File: config.mk
export PLATFORM = sky130hd
export DESIGN_NAME = hds_mac
export DESIGN_NICKNAME = d
export VERILOG_FILES = /design/src/rtl/hds_pkg.sv /design/src/rtl/hds_mac.sv
export SDC_FILE = /design/constraint.sdc
export NUM_CORES = 2
export LEC_CHECK = 0
export BUFFER_PORTS_ARGS = -buffer_cell sky130_fd_sc_hd__buf_2
export CAP_MARGIN = 20
export CORE_UTILIZATION = 40
export DETAILED_ROUTE_END_ITERATION = 7
export MAX_ROUTING_LAYER = met4
export PLACE_DENSITY = 0.68
export SYNTH_ARGS = -nofsm -noshare
export SYNTH_HDL_FRONTEND = slang
export SYNTH_SLANG_ARGS = --single-unit
File: constraint.sdc
create_clock -name clk -period 6.2 [get_ports clk]
set_input_delay 0.62 -clock clk [delete_from_list [all_inputs] [get_ports clk]]
set_output_delay 0.62 -clock clk [all_outputs]
set_load 0.02 [all_outputs]
File: src/rtl/hds_pkg.sv
// Package for the 3D heat diffusion stencil unit.
// Shared types, command and register codes, tap codes and neighbor helpers.
// No dependencies.
package hds_pkg;

    localparam int COORD_W  = 5;
    localparam int COEF_W   = 15;
    localparam int MCOEF_W  = 19;     // signed center coefficient, covers 1 - 6*max
    localparam int ONE_Q15  = 32768;
    localparam int FRAC_SH  = 15;
    localparam int CFG_IDX_W = 3;

    localparam logic CMD_WRITE   = 1'b0;
    localparam logic CMD_COMPUTE = 1'b1;

    localparam logic [CFG_IDX_W-1:0] CFG_LAST_X = 3'd0;
    localparam logic [CFG_IDX_W-1:0] CFG_LAST_Y = 3'd1;
    localparam logic [CFG_IDX_W-1:0] CFG_LAST_Z = 3'd2;
    localparam logic [CFG_IDX_W-1:0] CFG_COEF_X = 3'd3;
    localparam logic [CFG_IDX_W-1:0] CFG_COEF_Y = 3'd4;
    localparam logic [CFG_IDX_W-1:0] CFG_COEF_Z = 3'd5;

    typedef logic [COORD_W-1:0] coord_t;
    typedef logic [COEF_W-1:0]  coef_t;

    typedef enum logic [2:0] {
        TAP_CENTER,
        TAP_X_LO,
        TAP_X_HI,
        TAP_Y_LO,
        TAP_Y_HI,
        TAP_Z_LO,
        TAP_Z_HI
    } tap_sel_t;

    typedef enum logic [1:0] {
        ST_IDLE,
        ST_RUN,
        ST_HOLD
    } top_state_t;

    typedef struct packed {
        logic     valid;
        logic     write;
        tap_sel_t tap;
    } tap_info_t;

    typedef struct packed {
        coord_t lx;
        coord_t ly;
        coord_t lz;
    } grid_bounds_t;

    typedef struct packed {
        coef_t cx;
        coef_t cy;
        coef_t cz;
    } coef_set_t;

    // mirror boundary: at a face the inward neighbor stands in for the missing one
    function automatic coord_t lower_nb(input coord_t p, input coord_t last);
        coord_t r;
        if (p != '0)
            r = p - 1'b1;
        else if (p < last)
            r = p + 1'b1;
        else
            r = p;
        return r;
    endfunction

    function automatic coord_t upper_nb(input coord_t p, input coord_t last);
        coord_t r;
        if (p < last)
            r = p + 1'b1;
        else if (p != '0)
            r = p - 1'b1;
        else
            r = p;
        return r;
    endfunction

endpackage

File: src/rtl/hds_mac.sv
// Multiply-accumulate, rounding and saturation for the stencil taps.
// Depends on hds_pkg.
module hds_mac
    import hds_pkg::*;
#(
    parameter int VALUE_BITS = 32
) (
    input  logic                         clk,
    input  logic                         rst_n,
    input  tap_info_t                    tap,
    input  logic signed [VALUE_BITS-1:0] rd_data,
    input  coef_set_t                    coefs,
    output logic                         done,
    output logic [31:0]                  temp_new
);

    localparam int HW    = VALUE_BITS - 15;       // high part, value >>> 16
    localparam int LPW   = MCOEF_W + 17;
    localparam int HPW   = MCOEF_W + HW;
    localparam int ALW   = LPW + 3;               // seven terms
    localparam int AHW   = HPW + 3;
    localparam int SUM_W = VALUE_BITS + 24;
    localparam int OUT_BITS = VALUE_BITS < 32 ? VALUE_BITS : 32;
    localparam logic signed [SUM_W-1:0] OMAX =
        SUM_W'((64'sd1 <<< (OUT_BITS - 1)) - 64'sd1);
    localparam logic signed [SUM_W-1:0] OMIN = -OMAX - 1;
    localparam logic signed [SUM_W-1:0] HALF = SUM_W'(ONE_Q15 / 2);

    logic signed [MCOEF_W-1:0] coef_c_reg, coef_c_next, coef_sel;
    logic [16:0]               csum;
    logic signed [16:0]        lo_s;
    logic signed [HW-1:0]      hi_s;
    logic                      m_valid_reg, m_first_reg, m_last_reg;
    logic signed [LPW-1:0]     prod_lo_reg, prod_lo_next;
    logic signed [HPW-1:0]     prod_hi_reg, prod_hi_next;
    logic signed [ALW-1:0]     acc_lo_reg, acc_lo_next;
    logic signed [AHW-1:0]     acc_hi_reg, acc_hi_next;
    logic                      fin_reg, f1_reg, done_reg;
    logic signed [SUM_W-1:0]   sum_reg, sum_next, q;
    logic signed [SUM_W-1:0]   sat;
    logic [31:0]               res_reg;

    always_comb
    begin
        csum = 17'(coefs.cx) + 17'(coefs.cy) + 17'(coefs.cz);
        coef_c_next = $signed(MCOEF_W'(ONE_Q15) - {1'b0, csum, 1'b0});
        case (tap.tap)
            TAP_CENTER:        coef_sel = coef_c_reg;
            TAP_X_LO, TAP_X_HI: coef_sel = $signed(MCOEF_W'(coefs.cx));
            TAP_Y_LO, TAP_Y_HI: coef_sel = $signed(MCOEF_W'(coefs.cy));
            TAP_Z_LO, TAP_Z_HI: coef_sel = $signed(MCOEF_W'(coefs.cz));
            default:           coef_sel = '0;
        endcase
        // value = hi * 2^16 + lo, lo unsigned
        lo_s = $signed({1'b0, rd_data[15:0]});
        hi_s = HW'(rd_data >>> 16);
        prod_lo_next = coef_sel * lo_s;
        prod_hi_next = coef_sel * hi_s;
        if (m_first_reg)
        begin
            acc_lo_next = ALW'(prod_lo_reg);
            acc_hi_next = AHW'(prod_hi_reg);
        end
        else
        begin
            acc_lo_next = acc_lo_reg + ALW'(prod_lo_reg);
            acc_hi_next = acc_hi_reg + AHW'(prod_hi_reg);
        end
        sum_next = (SUM_W'(acc_hi_reg) <<< 16) + SUM_W'(acc_lo_reg) + HALF;
        q = sum_reg >>> FRAC_SH;
        if (q > OMAX)
            sat = OMAX;
        else if (q < OMIN)
            sat = OMIN;
        else
            sat = q;
    end

    always_ff @(posedge clk or negedge rst_n)
    begin
        if (!rst_n)
        begin
            m_valid_reg <= 1'b0;
            fin_reg     <= 1'b0;
            f1_reg      <= 1'b0;
            done_reg    <= 1'b0;
        end
        else
        begin
            m_valid_reg <= tap.valid & ~tap.write;
            fin_reg     <= m_valid_reg & m_last_reg;
            f1_reg      <= fin_reg;
            done_reg    <= f1_reg;
        end
    end

    always_ff @(posedge clk)
    begin
        coef_c_reg  <= coef_c_next;
        m_first_reg <= (tap.tap == TAP_CENTER);
        m_last_reg  <= (tap.tap == TAP_Z_HI);
        prod_lo_reg <= prod_lo_next;
        prod_hi_reg <= prod_hi_next;
        if (m_valid_reg)
        begin
            acc_lo_reg <= acc_lo_next;
            acc_hi_reg <= acc_hi_next;
        end
        sum_reg <= sum_next;
        if (f1_reg)
            res_reg <= 32'(sat);
    end

    assign done     = done_reg;
    assign temp_new = res_reg;

endmodule
==> impl_metrics.yaml <==
detailed_routing:
  drc_errors: 0
  routed_wl_mm: 97.5
  drt_first_pass_iters: 5
  vias_per_cell: 4.99
  ant_nets: 0
  avgRoutedWirePerCell_um: 16.5
  drt_iter0_markers: 1580
  via_count: 29500
layout:
  nNetsFinal: 5633
  postLayoutCoreUtil_pct: 49.6
  seqCellArea_sq_um: 6050
  largest_register_ffs: 41
  drive_above_1_share_pct: 21.5
  fillerInstances: 8602
  area_delta_synth_final_pct: 22.9
  multi_input_area_sq_um: 29500
synthesis:
  yosysTopAreaCellShare_pct: 33.5
  async_reset_ff_share_pct: 1.63
  synthDistinctLibCells: 76
  avgSynthCellArea_sq_um: 9.15
  ys.warnings.count: 0
  synth-seq-cells: 246
  syn_nets: 5135
  netlist_area_sq_um: 37600
  synth-main-ff-cell: "dfxtp_1"
  ys_seq_area_share_pct: 16.1
  synth_edf_count: 110
  synth_cells: 4112
  yosys-top-cells-area: "fa_1 33%, ha_1 10%, edfxtp_1 8.8%"
  yosysTopAreaCell: "fa_1"
clock_tree:
  clock_latency_ns: 0.59
  cts_tree: "built"
  path_clk_slew_ns: 0.06
  cts-htree-levels: 1
  clockRootBuffer: "clkbuf_16"
  numCtsBuffers: 31
  clock_sinks: 246
  cts.path.max_buffers: 3
timing:
  final_max_slew_viol_count: 0
  fin_skew_ns: 0.0128
  relSlewSlack_pct: 25.8
  finalSetupViolCount: 28
  worst_pin_slew_ns: 1.11
  hold_violations: 0
  rsz0062_at_grt: "yes"
  period_needed_ns: 6.74
  fin_crit_sh_pct: 109
  fmax_ghz: 0.148
  fin_ws_ns: -0.545
placed_design:
  dpl.hpwl_mm: 81.0
  place_ws_ns: -1.31
  gp_congestion: 0.915
  port-buffer-count: 116
global_route:
  gr-total-overflow: 0
  antenna_found_initial: 25
  grt_pass1_wl_mm: 157
  first_global_vias: 30500
  grt_max_degree: 79
  grt_usage_pct: 21.2
die:
  die_w_um: 309
  rows: 112
  dieArea_sq_um: 95300
  coreArea_sq_um: 93300
  die_h_um: 309
  ios: 117
  initial_core_util_pct: 40.3
critical_path:
  reg2regPathDepth: 28
  startpoint_type: "input pin"
  max_stage_delay_ns: 0.58
  slowest_stage: "fa_2"
  endpoint_kind: "register"
  arrival_ns: 7.26
  worstSetupPathType: "in2reg"
  worstPathRequired_ns: 6.72
  startpoint: "tap[0]"
  worstPathMaxFanout: 7
  reg2reg_from: "coef_c_reg[8]"
hold_path:
  hold_depth: 2
  worstHoldStart: "tap[3]"
  hold_class: "in2reg"
outcome:
  violations: "setup timing"
  status: "complete, but fails checks"
flow_run:
  cap_violations: 0
cells in the final DEF, fill, tap and decap left out, types with 13 or more instances in the layout:
master / instances
buf_4: 422
a31oi_1: 18
fa_1: 595
inv_1: 721
a21oi_2: 44
and2_4: 28
nand4_1: 13
mux2i_1: 28
fa_2: 34
o21bai_1: 23
ha_4: 28
and3_1: 67
nor3_1: 30
xor2_1: 61
diode_2: 22
o21ai_1: 13
o21ai_0: 119
nand2b_1: 31
nand2_1: 464
clkbuf_16: 36
buf_6: 33
nor2_1: 120
edfxtp_1: 110
a21o_1: 135
and2_1: 203
ha_1: 277
inv_2: 58
nand3_1: 33
buf_2: 114
dfxtp_1: 131
o21a_1: 32
o31ai_1: 14
buf_12: 36
xnor2_1: 130
nor2b_1: 19
a211oi_1: 15
a21oi_1: 135
layout make-up:
class,instances,area share [%]
antenna,22,0.119
clock buffer,43,1.95
clock inverter,14,0.227
inverter,781,6.34
multi-input combinational,2926,63.7
sequential,246,13.1
tap,1254,3.39
timing repair buffer,624,11.2
cells in the mapped netlist, drive strengths merged, types with 5 or more instances:
| library cell | instances |
|---|---|
| inv | 780 |
| fa | 629 |
| nand2 | 479 |
| ha | 310 |
| and2 | 231 |
| a21oi | 186 |
| o21ai | 143 |
| clkbuf | 140 |
| xnor2 | 137 |
| a21o | 135 |
| dfxtp | 132 |
| nor2 | 129 |
| edfxtp | 110 |
| and3 | 71 |
| xor2 | 63 |
| nand3 | 38 |
| nor3 | 38 |
| nand2b | 32 |
| o21a | 32 |
| mux2i | 29 |
| o21bai | 25 |
| a31oi | 22 |
| buf | 20 |
| a211oi | 19 |
| nor2b | 19 |
| o31ai | 17 |
| nand4 | 13 |
| o22ai | 12 |
| or3 | 12 |
| a22oi | 8 |
| o211ai | 8 |
| a211o | 7 |
| o41ai | 7 |
| or2 | 7 |
| a31o | 6 |
| a2111oi | 5 |
critical path: cells and delay by family:
family / cells / cell delay (ns)
and+or+nand+nor: 3 / 0.32
buffers and inverters: 9 / 0.88
muxes: 1 / 0.21
adders and majority gates: 7 / 3.08
AOI/OAI and AO/OA: 10 / 1.97
xor gates and xnor gates: 1 / 0.15
layer usage:
layer	up-vias	track usage [%]	share of wire (%)
li1	14100	-	-
met1	14400	28.1	45
met2	868	33.1	45
met3	162	4.22	7.1
met4	0	5.29	2.9
met5	-	-	0
path summary, 6_finish.rpt:
kind                       slack (ns)              end
max                             -0.54  prod_lo_reg[35]
min                              0.18      m_valid_reg
max reg2reg                     -0.39  prod_lo_reg[35]
min reg2reg                      0.35           f1_reg
max in group asynchronous        5.70      m_valid_reg
min in group asynchronous        0.37          fin_reg
metrics by stage:
stage | cell area [sq um] | setup TNS [ns] | cells | hold slack (ns)
2_1_floorplan | 38300 | -9.52 | 4112 | 0.324
3_3_place_gp | 43500 | -31.74 | 5774 | 0.333
3_5_place_dp | 43500 | -36.20 | 5774 | 0.337
4_1_cts | 45100 | -4.29 | 5853 | 0.161
5_1_grt | 46300 | -11.56 | 5909 | 0.178
6_report | 46300 | -6.95 | 5910 | 0.182
logic make-up (layout without fill, tap and decap cells):
kind of cell	count (synthesis)	count (layout)	synth area share [%]
xor+xnor	200	200	4.65
compound gates	675	675	11.6
simple gates	1078	1079	13.6
other cells	0	22	0
buf+inv	941	1462	9.39
flops	246	246	16.1
fa+ha+maj	939	939	43.8
mux	33	33	0.891
repair_timing:
item	CTS	global route
hold buffers	1	0
hold endpoints to repair	4	0
buffers inserted	18	33
setup endpoints to repair	31	39
gates resized for setup	94	212
gates cloned	4	3
pin swaps	41	118
Power is not shown: default switching activity piles up to over one toggle a cycle in this logic, so the estimate is an artifact.
