$ cat config.mk
export PLATFORM = sky130hd
export DESIGN_NAME = hds_seq
export DESIGN_NICKNAME = d
export VERILOG_FILES = /design/src/rtl/hds_pkg.sv /design/src/rtl/hds_seq.sv
export SDC_FILE = /design/constraint.sdc
export NUM_CORES = 1
export LEC_CHECK = 0
export ABC_AREA = 1
export BUFFER_PORTS_ARGS = -buffer_cell sky130_fd_sc_hd__clkbuf_2
export CAP_MARGIN = 20
export CORE_ASPECT_RATIO = 2
export CORE_MARGIN = 4
export CORE_UTILIZATION = 55
export CTS_BUF_LIST = sky130_fd_sc_hd__clkbuf_8
export CTS_CLUSTER_SIZE = 16
export DETAILED_ROUTE_END_ITERATION = 8
export GPL_TIMING_DRIVEN = 0
export MAX_ROUTING_LAYER = met4
export PLACE_DENSITY = 0.8
export SYNTH_ARGS = -nofsm -noshare
export SYNTH_HDL_FRONTEND = slang
export SYNTH_SLANG_ARGS = --single-unit
$ cat constraint.sdc
create_clock -name clk -period 1.65 [get_ports clk]
set_clock_uncertainty 0.1 [all_clocks]
set_input_delay 0.165 -clock clk [delete_from_list [all_inputs] [get_ports clk]]
set_output_delay 0.165 -clock clk [all_outputs]
set_load 0.05 [all_outputs]
$ cat src/rtl/hds_pkg.sv
// Package for the 3D heat diffusion stencil unit.
// Shared types, command and register codes, tap codes and neighbor helpers.
// No dependencies.
package hds_pkg;

    localparam int COORD_W  = 5;
    localparam int COEF_W   = 15;
    localparam int MCOEF_W  = 19;     // signed center coefficient, covers 1 - 6*max
    localparam int ONE_Q15  = 32768;
    localparam int FRAC_SH  = 15;
    localparam int CFG_IDX_W = 3;

    localparam logic CMD_WRITE   = 1'b0;
    localparam logic CMD_COMPUTE = 1'b1;

    localparam logic [CFG_IDX_W-1:0] CFG_LAST_X = 3'd0;
    localparam logic [CFG_IDX_W-1:0] CFG_LAST_Y = 3'd1;
    localparam logic [CFG_IDX_W-1:0] CFG_LAST_Z = 3'd2;
    localparam logic [CFG_IDX_W-1:0] CFG_COEF_X = 3'd3;
    localparam logic [CFG_IDX_W-1:0] CFG_COEF_Y = 3'd4;
    localparam logic [CFG_IDX_W-1:0] CFG_COEF_Z = 3'd5;

    typedef logic [COORD_W-1:0] coord_t;
    typedef logic [COEF_W-1:0]  coef_t;

    typedef enum logic [2:0] {
        TAP_CENTER,
        TAP_X_LO,
        TAP_X_HI,
        TAP_Y_LO,
        TAP_Y_HI,
        TAP_Z_LO,
        TAP_Z_HI
    } tap_sel_t;

    typedef enum logic [1:0] {
        ST_IDLE,
        ST_RUN,
        ST_HOLD
    } top_state_t;

    typedef struct packed {
        logic     valid;
        logic     write;
        tap_sel_t tap;
    } tap_info_t;

    typedef struct packed {
        coord_t lx;
        coord_t ly;
        coord_t lz;
    } grid_bounds_t;

    typedef struct packed {
        coef_t cx;
        coef_t cy;
        coef_t cz;
    } coef_set_t;

    // mirror boundary: at a face the inward neighbor stands in for the missing one
    function automatic coord_t lower_nb(input coord_t p, input coord_t last);
        coord_t r;
        if (p != '0)
            r = p - 1'b1;
        else if (p < last)
            r = p + 1'b1;
        else
            r = p;
        return r;
    endfunction

    function automatic coord_t upper_nb(input coord_t p, input coord_t last);
        coord_t r;
        if (p < last)
            r = p + 1'b1;
        else if (p != '0)
            r = p - 1'b1;
        else
            r = p;
        return r;
    endfunction

endpackage

$ cat src/rtl/hds_seq.sv
// Tap sequencer and address pipeline for the grid store.
// Issues one write or seven stencil reads; depends on hds_pkg.
module hds_seq
    import hds_pkg::*;
#(
    parameter int MAX_POINTS_X = 32,
    parameter int MAX_POINTS_Y = 32,
    parameter int MAX_POINTS_Z = 32
) (
    input  logic                  clk,
    input  logic                  rst_n,
    input  logic                  start,
    input  logic                  write_mode,
    input  coord_t                pos_x,
    input  coord_t                pos_y,
    input  coord_t                pos_z,
    input  grid_bounds_t          bounds,
    output logic                  ram_we,
    output logic [$clog2(MAX_POINTS_X * MAX_POINTS_Y * MAX_POINTS_Z)-1:0] ram_addr,
    output tap_info_t             tap_out
);

    localparam int AW  = $clog2(MAX_POINTS_X * MAX_POINTS_Y * MAX_POINTS_Z);
    localparam int ZYW = $clog2(MAX_POINTS_Y * MAX_POINTS_Z);

    logic            active_reg, active_next;
    logic [2:0]      cnt_reg, cnt_next;
    tap_info_t       a_info_reg, a_info_next;
    coord_t          a_x_reg;
    logic [ZYW-1:0]  a_zy_reg, a_zy_next;
    tap_info_t       b_info_reg;
    logic [AW-1:0]   b_addr_reg, b_addr_next;
    tap_info_t       c_info_reg;
    coord_t          nx, ny, nz;

    always_comb
    begin
        active_next = active_reg;
        cnt_next    = cnt_reg;
        if (start)
        begin
            active_next = 1'b1;
            cnt_next    = '0;
        end
        else if (active_reg)
        begin
            if (write_mode || tap_sel_t'(cnt_reg) == TAP_Z_HI)
                active_next = 1'b0;
            else
                cnt_next = cnt_reg + 1'b1;
        end
    end

    always_comb
    begin
        nx = pos_x;
        ny = pos_y;
        nz = pos_z;
        case (tap_sel_t'(cnt_reg))
            TAP_X_LO: nx = lower_nb(pos_x, bounds.lx);
            TAP_X_HI: nx = upper_nb(pos_x, bounds.lx);
            TAP_Y_LO: ny = lower_nb(pos_y, bounds.ly);
            TAP_Y_HI: ny = upper_nb(pos_y, bounds.ly);
            TAP_Z_LO: nz = lower_nb(pos_z, bounds.lz);
            TAP_Z_HI: nz = upper_nb(pos_z, bounds.lz);
            default:  nx = pos_x;
        endcase
        a_info_next.valid = active_reg;
        a_info_next.write = write_mode;
        a_info_next.tap   = tap_sel_t'(cnt_reg);
        a_zy_next   = ZYW'(ZYW'(nz) * ZYW'(MAX_POINTS_Y) + ZYW'(ny));
        b_addr_next = AW'(AW'(a_zy_reg) * AW'(MAX_POINTS_X) + AW'(a_x_reg));
    end

    always_ff @(posedge clk or negedge rst_n)
    begin
        if (!rst_n)
        begin
            active_reg <= 1'b0;
            cnt_reg    <= '0;
            a_info_reg <= '0;
            b_info_reg <= '0;
            c_info_reg <= '0;
        end
        else
        begin
            active_reg <= active_next;
            cnt_reg    <= cnt_next;
            a_info_reg <= a_info_next;
            b_info_reg <= a_info_reg;
            c_info_reg <= b_info_reg;
        end
    end

    always_ff @(posedge clk)
    begin
        a_x_reg    <= nx;
        a_zy_reg   <= a_zy_next;
        b_addr_reg <= b_addr_next;
    end

    assign ram_addr = b_addr_reg;
    assign ram_we   = b_info_reg.valid & b_info_reg.write;
    // aligned with the registered read data of the store
    assign tap_out  = c_info_reg;

endmodule

==> results of run 1 <==
==> worst paths after layout <==
kind                              from            end  slack [ns]  depth (start not counted)
min in group asynchronous        rst_n     cnt_reg[0]        0.23                          2
min reg2reg                a_zy_reg[4]    ram_addr[9]        0.23                          0
max in group asynchronous        rst_n  b_info_reg[1]        0.90                          2
min                           pos_y[0]    a_zy_reg[0]        0.02                          2
max                         cnt_reg[1]    a_zy_reg[6]        0.05                          9
max reg2reg                 cnt_reg[1]    a_zy_reg[6]        0.05                          9
==> power by group through the flow <==
stage | Sequential [mW] | Combinational [mW] | Clock (mW)
floorplan | 1.49 | 0.333 | 0
global placement | 1.34 | 0.651 | 0
detailed placement | 1.35 | 0.668 | 0
CTS | 1.32 | 0.679 | 0.743
global route | 1.33 | 0.768 | 0.794
finish | 1.32 | 0.697 | 0.728
==> worst max-delay path, stage by stage, from the launching register on <==
cell	delay (ns)
dfrtp_1	0.42
inv_1	0.09
ha_1	0.22
nand2_2	0.13
inv_1	0.10
nor2_4	0.19
nand2_1	0.09
nand3_1	0.10
nand2_1	0.05
inv_1	0.06
==> final cells by class <==
type	count	area, sq um
Fill cell	399	1445
Multi-Input combinational cell	211	1378
Sequential cell	49	1076
Timing Repair Buffer	63	345.3
Inverter	52	197.7
Clock buffer	5	68.82
Tap cell	55	68.82
Buffer	3	33.78
Clock inverter	3	28.78
==> what timing repair did <==
action,4_1_cts,5_1_grt
endpoints found under the hold margin,21,0
hold buffers,3,0
pin swaps,0,4
endpoints found under the setup margin,6,9
resized for setup,4,8
setup buffers,0,6
==> through the flow <==
stage	TNS (ns)	area, sq um
final	0	3197
after global placement	-0.01235	2990
after floorplan	0	2651
after global routing	-0.1049	3197
after detailed placement	-0.2134	2990
after CTS	-0.005680	3132
==> routing by layer <==
| layer | track usage (%) | vias up | wire length [um] |
|---|---|---|---|
| met4 | 8.789 | 0 | 68 |
| met1 | 16.91 | 994 | 1804 |
| met5 | - | - | 0 |
| li1 | - | 1155 | - |
| met3 | 1.580 | 6 | 185 |
| met2 | 34.94 | 49 | 3053 |
==> cell usage in the layout (no fill, tap or decap), types with 2 or more instances in the layout <==
master          n
a21o_1          2
a21oi_1         7
a21oi_2         4
buf_4           6
buf_6           3
clkbuf_2       54
clkbuf_8        5
dfrtp_1        19
dfxtp_1        30
dlygate4sd3_1   3
ha_1           22
inv_1          44
inv_2           7
nand2_1        62
nand2_2         5
nand2_4         4
nand3_1        42
nand3b_1        2
nand4_1         6
nand4_4         2
nor2_1         10
nor2_2          2
nor2_4          5
nor3_1          2
o211ai_1        2
o21ai_0         4
o21ai_1         5
xnor2_1         5
xor2_1          9
==> cell families (layout without fill, tap and decap cells) <==
family | after synthesis | count (layout)
compound gates | 26 | 26
xor+xnor | 14 | 14
fa+ha+maj | 23 | 23
buf+inv | 55 | 126
flops | 49 | 49
simple gates | 148 | 148
==> impl_metrics.env, run 1 <==
export IMPL_status="finished clean"
export IMPL_clk_pin_slew_ns=0.10
export IMPL_dp_hpwl_mm=4.151
export IMPL_yosys_area_top_type="dfxtp_1"
export IMPL_synth_compound_area_share_pct=5.993
export IMPL_vias=2204
export IMPL_vdd_drop_max_mv=0.6609
export IMPL_switching_share_pct=32.99
export IMPL_num_nets_final=442
export IMPL_worst_pin_slew_ns=0.4522
export IMPL_gp_congestion=0.8842
export IMPL_power_total_mw=2.742
export IMPL_layout_cells_non_filler=441
export IMPL_firstDrtPassIters=4
export IMPL_grt_usage_pct=18.06
export IMPL_switching_power_mw=0.9048
export IMPL_synth_xor_area_share_pct=4.625
export IMPL_period_share_pct=97.24
export IMPL_routedWlPerCell_um=11.59
export IMPL_setup_violations=0
export IMPL_grt_max_degree=20
export IMPL_port_buffers=54
export IMPL_rows=35
export IMPL_avgSynthCellArea_sq_um=8.417
export IMPL_synthArstFlopShare_pct=38.78
export IMPL_yosysUniqueCellTypes=33
export IMPL_pwr_share_seq_pct=48.0
export IMPL_final_core_util_pct=68.87
export IMPL_routed_wl_mm=5.111
export IMPL_via_per_inst=4.998
export IMPL_fin_ws_ns=0.04550
export IMPL_cp_required_ns=1.80
export IMPL_antenna_found_initial=0
export IMPL_synthTopCellsByCount="nand2_1 (64), inv_1 (46), nand3_1 (42), dfxtp_1 (30), ha_1 (23)"
export IMPL_p_leak_nw=1.720
export IMPL_fmax_mhz=623.2
export IMPL_worstSetupEndpointType="flop"
export IMPL_cts_root_buf="clkbuf_8"
export IMPL_worstSetupPathType="flop to flop"
export IMPL_synthTopCellsByArea="dfxtp_1 (23%), dfrtp_1 (18%), ha_1 (11%)"
export IMPL_drive_gt1_share_pct=27.98
export IMPL_dp_cells=424
export IMPL_ys_warn_count=0
export IMPL_die_y_um=106.2
export IMPL_cts_tree="yes"
export IMPL_drtAntennaViolNets=0
export IMPL_yosys_register_bits=49
export IMPL_areaGrowthSynthToFinish_pct=20.58
export IMPL_ys_flop_type="dfxtp_1"
export IMPL_relSlewSlack_pct=69.85
export IMPL_p_int_mw=1.837
export IMPL_dp_worst_setup_slack_ns=-0.06195
export IMPL_syn_nets=372
export IMPL_first_global_vias=2133
export IMPL_whs_ns=0.01614
export IMPL_largest_reg_flops=15
export IMPL_post_synth_top_count_cell="nand2_1"
export IMPL_min_period_ns=1.605
export IMPL_cts_sinks=49
export IMPL_synthMuxAreaShare_pct=0
export IMPL_cts_max_level=2
export IMPL_arrival_ns=1.76
export IMPL_clock_latency_ns=0.30
export IMPL_power_density_nw_per_um2=857.8
export IMPL_slew_violations=0
export IMPL_dieWidth_um=57.10
export IMPL_combinationalPowerShare_pct=25.4
export IMPL_initial_utilization_pct=57.12
export IMPL_drc=0
export IMPL_hold_class="input port to flop"
export IMPL_rsz0062_at_grt="yes"
export IMPL_synthSimpleGateAreaFrac_pct=29.31
export IMPL_cts_buffers=5
export IMPL_coreArea_sq_um=4642
export IMPL_antennaDiodeCount=0
export IMPL_first_iter_violations=47
export IMPL_synth_top_area_share_pct=22.65
export IMPL_dieArea_sq_um=6063
export IMPL_grt_pass1_wl_mm=8.687
export IMPL_startpoint_type="flop"
export IMPL_syn_inst=315
export IMPL_synth_area_sq_um=2651
export IMPL_max_clock_path_buffers=2
export IMPL_clock_power_share_pct=26.5
export IMPL_synth_edf_count=0
export IMPL_synth_seq_area_share_pct=40.59
export IMPL_synthAdderAreaFrac_pct=10.85
export IMPL_overflow=0
export IMPL_cap_viol_max_count=0
export IMPL_num_io_pins=55
export IMPL_synth_top_family_by_area="simple AND/OR/NAND/NOR gates"
export IMPL_crit_path_max_fanout=5
export IMPL_hold_viol=0
Note: power is estimated with default switching activity, not from simulation.
==> inputs of run 2 (changes only) <==
==> constraint.sdc (replaced) <==
create_clock -name clk -period 1.65 [get_ports clk]
set_clock_uncertainty 0.1 [all_clocks]
set_input_delay 0 -clock clk [delete_from_list [all_inputs] [get_ports clk]]
set_output_delay 0 -clock clk [all_outputs]
set_load 0.05 [all_outputs]
==> run 2 against run 1 <==
Compared with the run above:
- utilization increased by 6.1 points
- final cell count increased by 4.3%
- maximum frequency decreased by 0.86%
- non-clock buffer count increased by 17
- combinational power increased by 13%
- sequential share of layout area decreased by 2.7 points
- sequential power about the same
- flip-flop and latch count unchanged
- first-iteration DRC count increased by 49%
- via count increased by 7.5%
==> impl_metrics.env, run 2 (synthesis results as in run 1) <==
export IMPL_grt_pass1_wl_mm=9.183
export IMPL_cts_max_level=2
export IMPL_vias=2369
export IMPL_layout_cells_non_filler=460
export IMPL_arrival_ns=1.78
export IMPL_worst_pin_slew_ns=0.4503
export IMPL_final_area_sq_um=3481
export IMPL_antenna_found_initial=0
export IMPL_overflow=0
export IMPL_drtAntennaViolNets=0
export IMPL_dieArea_sq_um=6063
export IMPL_clk_pin_slew_ns=0.10
export IMPL_relSlewSlack_pct=69.98
export IMPL_cts_sinks=49
export IMPL_firstDrtPassIters=4
export IMPL_fmax_mhz=617.9
export IMPL_die_y_um=106.2
export IMPL_place_area_sq_um=2990
export IMPL_gp_congestion=0.8842
export IMPL_fin_ws_ns=0.03155
export IMPL_status="finished clean"
export IMPL_drive_gt1_share_pct=31.11
export IMPL_final_core_util_pct=74.99
export IMPL_dp_cells=424
export IMPL_areaGrowthSynthToFinish_pct=31.29
export IMPL_cts_root_buf="clkbuf_8"
export IMPL_routedWlPerCell_um=12.61
export IMPL_cts_buffers=5
export IMPL_largest_reg_flops=15
export IMPL_first_global_vias=2242
export IMPL_p_leak_nw=1.822
export IMPL_worstSetupEndpointType="flop"
export IMPL_num_io_pins=55
export IMPL_n_fill_cell=347
export IMPL_cap_viol_max_count=0
export IMPL_dieWidth_um=57.10
export IMPL_rows=35
export IMPL_hold_class="input port to flop"
export IMPL_dp_worst_setup_slack_ns=-0.06195
export IMPL_period_share_pct=98.09
export IMPL_routed_wl_mm=5.801
export IMPL_rsz0062_at_grt="yes"
export IMPL_grt_max_degree=20
export IMPL_final_cell_mix="nand2_1 (60), clkbuf_2 (51), nand3_1 (42)"
export IMPL_clock_latency_ns=0.31
export IMPL_coreArea_sq_um=4642
export IMPL_max_clock_path_buffers=2
export IMPL_cts_tree="yes"
export IMPL_power_density_nw_per_um2=817.8
export IMPL_via_per_inst=5.150
export IMPL_power_total_mw=2.847
export IMPL_min_period_ns=1.618
export IMPL_final_common_cell="nand2_1"
export IMPL_hold_viol=0
export IMPL_dp_hpwl_mm=4.151
export IMPL_grt_usage_pct=19.16
export IMPL_port_buffers=54
export IMPL_num_nets_final=461
export IMPL_antennaDiodeCount=0
export IMPL_slew_violations=0
export IMPL_first_iter_violations=70
export IMPL_startpoint_type="flop"
export IMPL_crit_path_max_fanout=5
export IMPL_drc=0
export IMPL_cp_required_ns=1.81
export IMPL_initial_utilization_pct=57.12
export IMPL_worstSetupPathType="flop to flop"
export IMPL_vdd_drop_max_mv=0.6711
export IMPL_setup_violations=0
## run 2: cell count changes in the layout (fill, tap and decap cells not counted), moves of 5 or more
cell | previous run | this run
buf_4 | 6 | 11
dlygate4sd3_1 | 3 | 14
ha_1 | 22 | 16
ha_4 | 0 | 5
## run 2: path summary, 6_finish.rpt
path | start | endpoint | slack (ns) | cells after the start
hold reg to reg | a_zy_reg[4] | ram_addr[9] | 0.23 | 0
max in group asynchronous | rst_n | b_info_reg[1] | 1.07 | 2
hold / removal | pos_y[4] | a_zy_reg[4] | 0.006 | 5
min in group asynchronous | rst_n | a_info_reg[3] | 0.06 | 2
setup / recovery | cnt_reg[1] | a_zy_reg[6] | 0.03 | 9
setup reg to reg | cnt_reg[1] | a_zy_reg[6] | 0.03 | 9
## run 2: final cells by class
class | instances | area [sq um] | share of cell area [%]
Tap cell | 55 | 68.82 | 1.977
Inverter | 52 | 197.7 | 5.679
Clock buffer | 5 | 68.82 | 1.977
Timing Repair Buffer | 80 | 526.8 | 15.13
Sequential cell | 49 | 1076 | 30.91
Clock inverter | 3 | 28.78 | 0.8267
Multi-Input combinational cell | 213 | 1480 | 42.52
Buffer | 3 | 33.78 | 0.9705
## run 2: repair_timing
action | 4_1_cts | 5_1_grt
setup endpoints to repair | 6 | 18
pin swaps | 0 | 11
hold endpoints to repair | 38 | 0
buffers inserted | 0 | 12
hold buffers | 17 | 0
gates cloned | 0 | 2
gates resized for setup | 4 | 28
## run 2: power breakdown
part | switching [mW] | internal [mW] | leakage (nW)
combinational | 0.502 | 0.289 | 1.28
clock | 0.421 | 0.317 | 0.0506
sequential | 0.0292 | 1.29 | 0.495
## run 2: routing by layer
| layer | track usage (%) | share of wire [%] | wire, um | vias to the layer above |
|---|---|---|---|---|
| met1 | 17.82 | 33 | 1924 | 1071 |
| met3 | 1.580 | 4.2 | 246 | 16 |
| met4 | 9.950 | 3.3 | 193 | 0 |
| met2 | 36.99 | 59 | 3437 | 84 |
| met5 | - | 0 | 0 | - |
| li1 | - | - | - | 1198 |
## run 2: through the flow
| step | TNS, ns | hold slack (ns) |
|---|---|---|
| final | 0 | 0.006431 |
| after detailed placement | -0.2134 | -0.1373 |
| after CTS | -0.005680 | 0.004925 |
| after floorplan | 0 | -0.3956 |
| after global placement | -0.01235 | -0.1453 |
| after global routing | -0.2067 | 0.05735 |
## run 2: critical path, cell delays in order (launching register included)
cell	delay (ns)
dfrtp_1	0.42
inv_1	0.09
ha_1	0.22
nand2_2	0.13
inv_1	0.10
nor2_4	0.19
nand2_1	0.10
nand3_1	0.10
nand2_1	0.05
inv_1	0.06
==> inputs of run 3 (changes only) <==
--- a/config.mk
+++ b/config.mk
@@ -14,7 +14,6 @@
 export CTS_BUF_LIST = sky130_fd_sc_hd__clkbuf_8
 export CTS_CLUSTER_SIZE = 16
 export DETAILED_ROUTE_END_ITERATION = 8
-export GPL_TIMING_DRIVEN = 0
 export MAX_ROUTING_LAYER = met4
 export PLACE_DENSITY = 0.8
 export SYNTH_ARGS = -nofsm -noshare
==> constraint.sdc (replaced) <==
create_clock -name clk -period 1.69 [get_ports clk]
set_clock_uncertainty 0.1 [all_clocks]
set_input_delay 0 -clock clk [delete_from_list [all_inputs] [get_ports clk]]
set_output_delay 0 -clock clk [all_outputs]
set_load 0.05 [all_outputs]
==> run 3 against run 2 <==
Compared with the run above:
- global-route usage rose by 1.3 points
- via count fell by 2.4%
- wire length fell by 2.6%
- worst hold slack improved by 0.0074 ns
- total power fell by 5.7%
- clock power fell by 7.5%
- register-to-register slack improved by 0.08 ns
- final area fell by 5.0%
- critical path depth did not move
- largest power group unchanged
- highest routed layer unchanged
==> impl_metrics.env, run 3 (synthesis results as in run 1) <==
export IMPL_status="finished clean"
export IMPL_final_area_sq_um=3307
export IMPL_hold_depth=5
export IMPL_largest_reg_flops=15
export IMPL_startpoint_type="input port"
export IMPL_antennaDiodeCount=0
export IMPL_power_density_nw_per_um2=811.8
export IMPL_rr_startpoint="cnt_reg[0]"
export IMPL_clock_latency_ns=0.30
export IMPL_arrival_ns=1.68
export IMPL_first_iter_violations=70
export IMPL_slew_violations=0
export IMPL_dp_hpwl_mm=4.455
export IMPL_final_cell_mix="nand2_1 (62), clkbuf_2 (49), inv_1 (44)"
export IMPL_cap_viol_max_count=0
export IMPL_dieWidth_um=57.10
export IMPL_worstSetupPathType="input port to flop"
export IMPL_coreArea_sq_um=4642
export IMPL_worstSetupEndpointType="flop"
export IMPL_clk_pin_slew_ns=0.09
export IMPL_ff2ff_path_depth=7
export IMPL_grt_max_degree=20
export IMPL_rows=35
export IMPL_grt_pass1_wl_mm=9.729
export IMPL_cts_buffers=5
export IMPL_cp_required_ns=1.77
export IMPL_antenna_found_initial=0
export IMPL_r2r_slack_ns=0.11
export IMPL_fin_ws_ns=0.08599
export IMPL_cts_sinks=49
export IMPL_worst_pin_slew_ns=0.4637
export IMPL_areaGrowthSynthToFinish_pct=24.73
export IMPL_path_buf_inv=3
export IMPL_cts_root_buf="clkbuf_8"
export IMPL_critPathMostFrequentCell="nand3_1"
export IMPL_gp_congestion=0.9523
export IMPL_grt_usage_pct=20.51
export IMPL_final_common_cell="nand2_1"
export IMPL_final_core_util_pct=71.24
export IMPL_via_per_inst=5.151
export IMPL_routedWlPerCell_um=12.59
export IMPL_holdCritStartpoint="pos_y[4]"
export IMPL_cts_tree="yes"
export IMPL_max_clock_path_buffers=2
export IMPL_cpPeakStageDelay_ns=0.53
export IMPL_path_cells="dlygate4sd3_1 -> clkbuf_2 -> inv_1 -> ha_2 -> nand4_2 -> o21ai_0 -> nand2_1 -> nand3_1 -> nand3_1"
export IMPL_die_y_um=106.2
export IMPL_place_area_sq_um=2964
export IMPL_routed_wl_mm=5.653
export IMPL_min_period_ns=1.604
export IMPL_drtAntennaViolNets=0
export IMPL_fmax_mhz=623.4
export IMPL_drive_gt1_share_pct=26.14
export IMPL_hold_viol=0
export IMPL_hold_class="input port to flop"
export IMPL_drc=0
export IMPL_dieArea_sq_um=6063
export IMPL_crit_path_max_fanout=5
export IMPL_first_global_vias=2333
export IMPL_setup_violations=0
export IMPL_num_io_pins=55
export IMPL_r2r_end="a_zy_reg[5]"
export IMPL_vdd_drop_max_mv=0.5941
export IMPL_period_share_pct=94.91
export IMPL_rsz0062_at_grt="yes"
export IMPL_vias=2313
export IMPL_p_leak_nw=1.778
export IMPL_critPathSlowestCell="dlygate4sd3_1"
export IMPL_power_total_mw=2.685
export IMPL_cts_max_level=2
export IMPL_critical_path_top_delay_family="buffers and inverters"
export IMPL_initial_utilization_pct=57.12
export IMPL_overflow=0
export IMPL_holdPathEnd="a_zy_reg[4]"
export IMPL_firstDrtPassIters=4
export IMPL_dp_worst_setup_slack_ns=0.02250
export IMPL_relSlewSlack_pct=69.09
export IMPL_port_buffers=54
export IMPL_num_nets_final=450
==> run 3: final cells by class <==
class,count,area (sq um)
Multi-Input combinational cell,211,1388
Fill cell,390,1335
Sequential cell,49,1076
Timing Repair Buffer,74,488.0
Inverter,52,195.2
Clock buffer,5,68.82
Tap cell,55,68.82
Clock inverter,3,22.52
==> run 3: routing by layer <==
| metal | part of all wire, % | vias up | global-route usage (%) |
|---|---|---|---|
| met5 | 0 | - | - |
| met4 | 3.2 | 0 | 9.950 |
| met3 | 4.4 | 15 | 2.309 |
| met2 | 59 | 78 | 40.10 |
| met1 | 33 | 1052 | 18.52 |
| li1 | - | 1168 | - |
==> run 3: worst max-delay path by stage <==
stage          cells past startpoint  startpoint  slack (ns)           to
6_report                           9    pos_y[0]        0.09  a_zy_reg[1]
5_1_grt                            9  cnt_reg[0]       -0.02  a_zy_reg[6]
4_1_cts                           12    pos_z[3]        0.03  a_zy_reg[6]
3_5_place_dp                       7  cnt_reg[0]        0.02   cnt_reg[2]
3_3_place_gp                       7  cnt_reg[0]        0.11   cnt_reg[2]
2_1_floorplan                      7  cnt_reg[0]        0.24   cnt_reg[2]
==> run 3: tightest hold or removal path: cells and delay by family <==
kind                   cells  cell delay [ns]
and+or+nand+nor            3             0.19
buffers and inverters      1             0.11
AOI/OAI and AO/OA          1             0.06
==> run 3: metrics by stage <==
stage	setup TNS, ns	hold slack, ns	cells
finish	0	0.01381	449
global route	-0.02872	0.05081	449
CTS	0	0.008689	448
detailed placement	0	-0.1313	422
global placement	0	-0.1454	422
floorplan	0	-0.3956	315
==> run 3: what timing repair did <==
item                                    4_1_cts  5_1_grt
resized for setup                             2       15
pin swaps                                     0        6
hold buffers                                 18        0
endpoints found under the setup margin        2       16
setup buffers                                 0        6
hold endpoints to repair                     39        0
==> run 3: power by group <==
group	internal, mW	switching (mW)	leakage, nW
combinational	0.247	0.470	1.24
clock	0.294	0.389	0.0481
sequential	1.26	0.0275	0.495
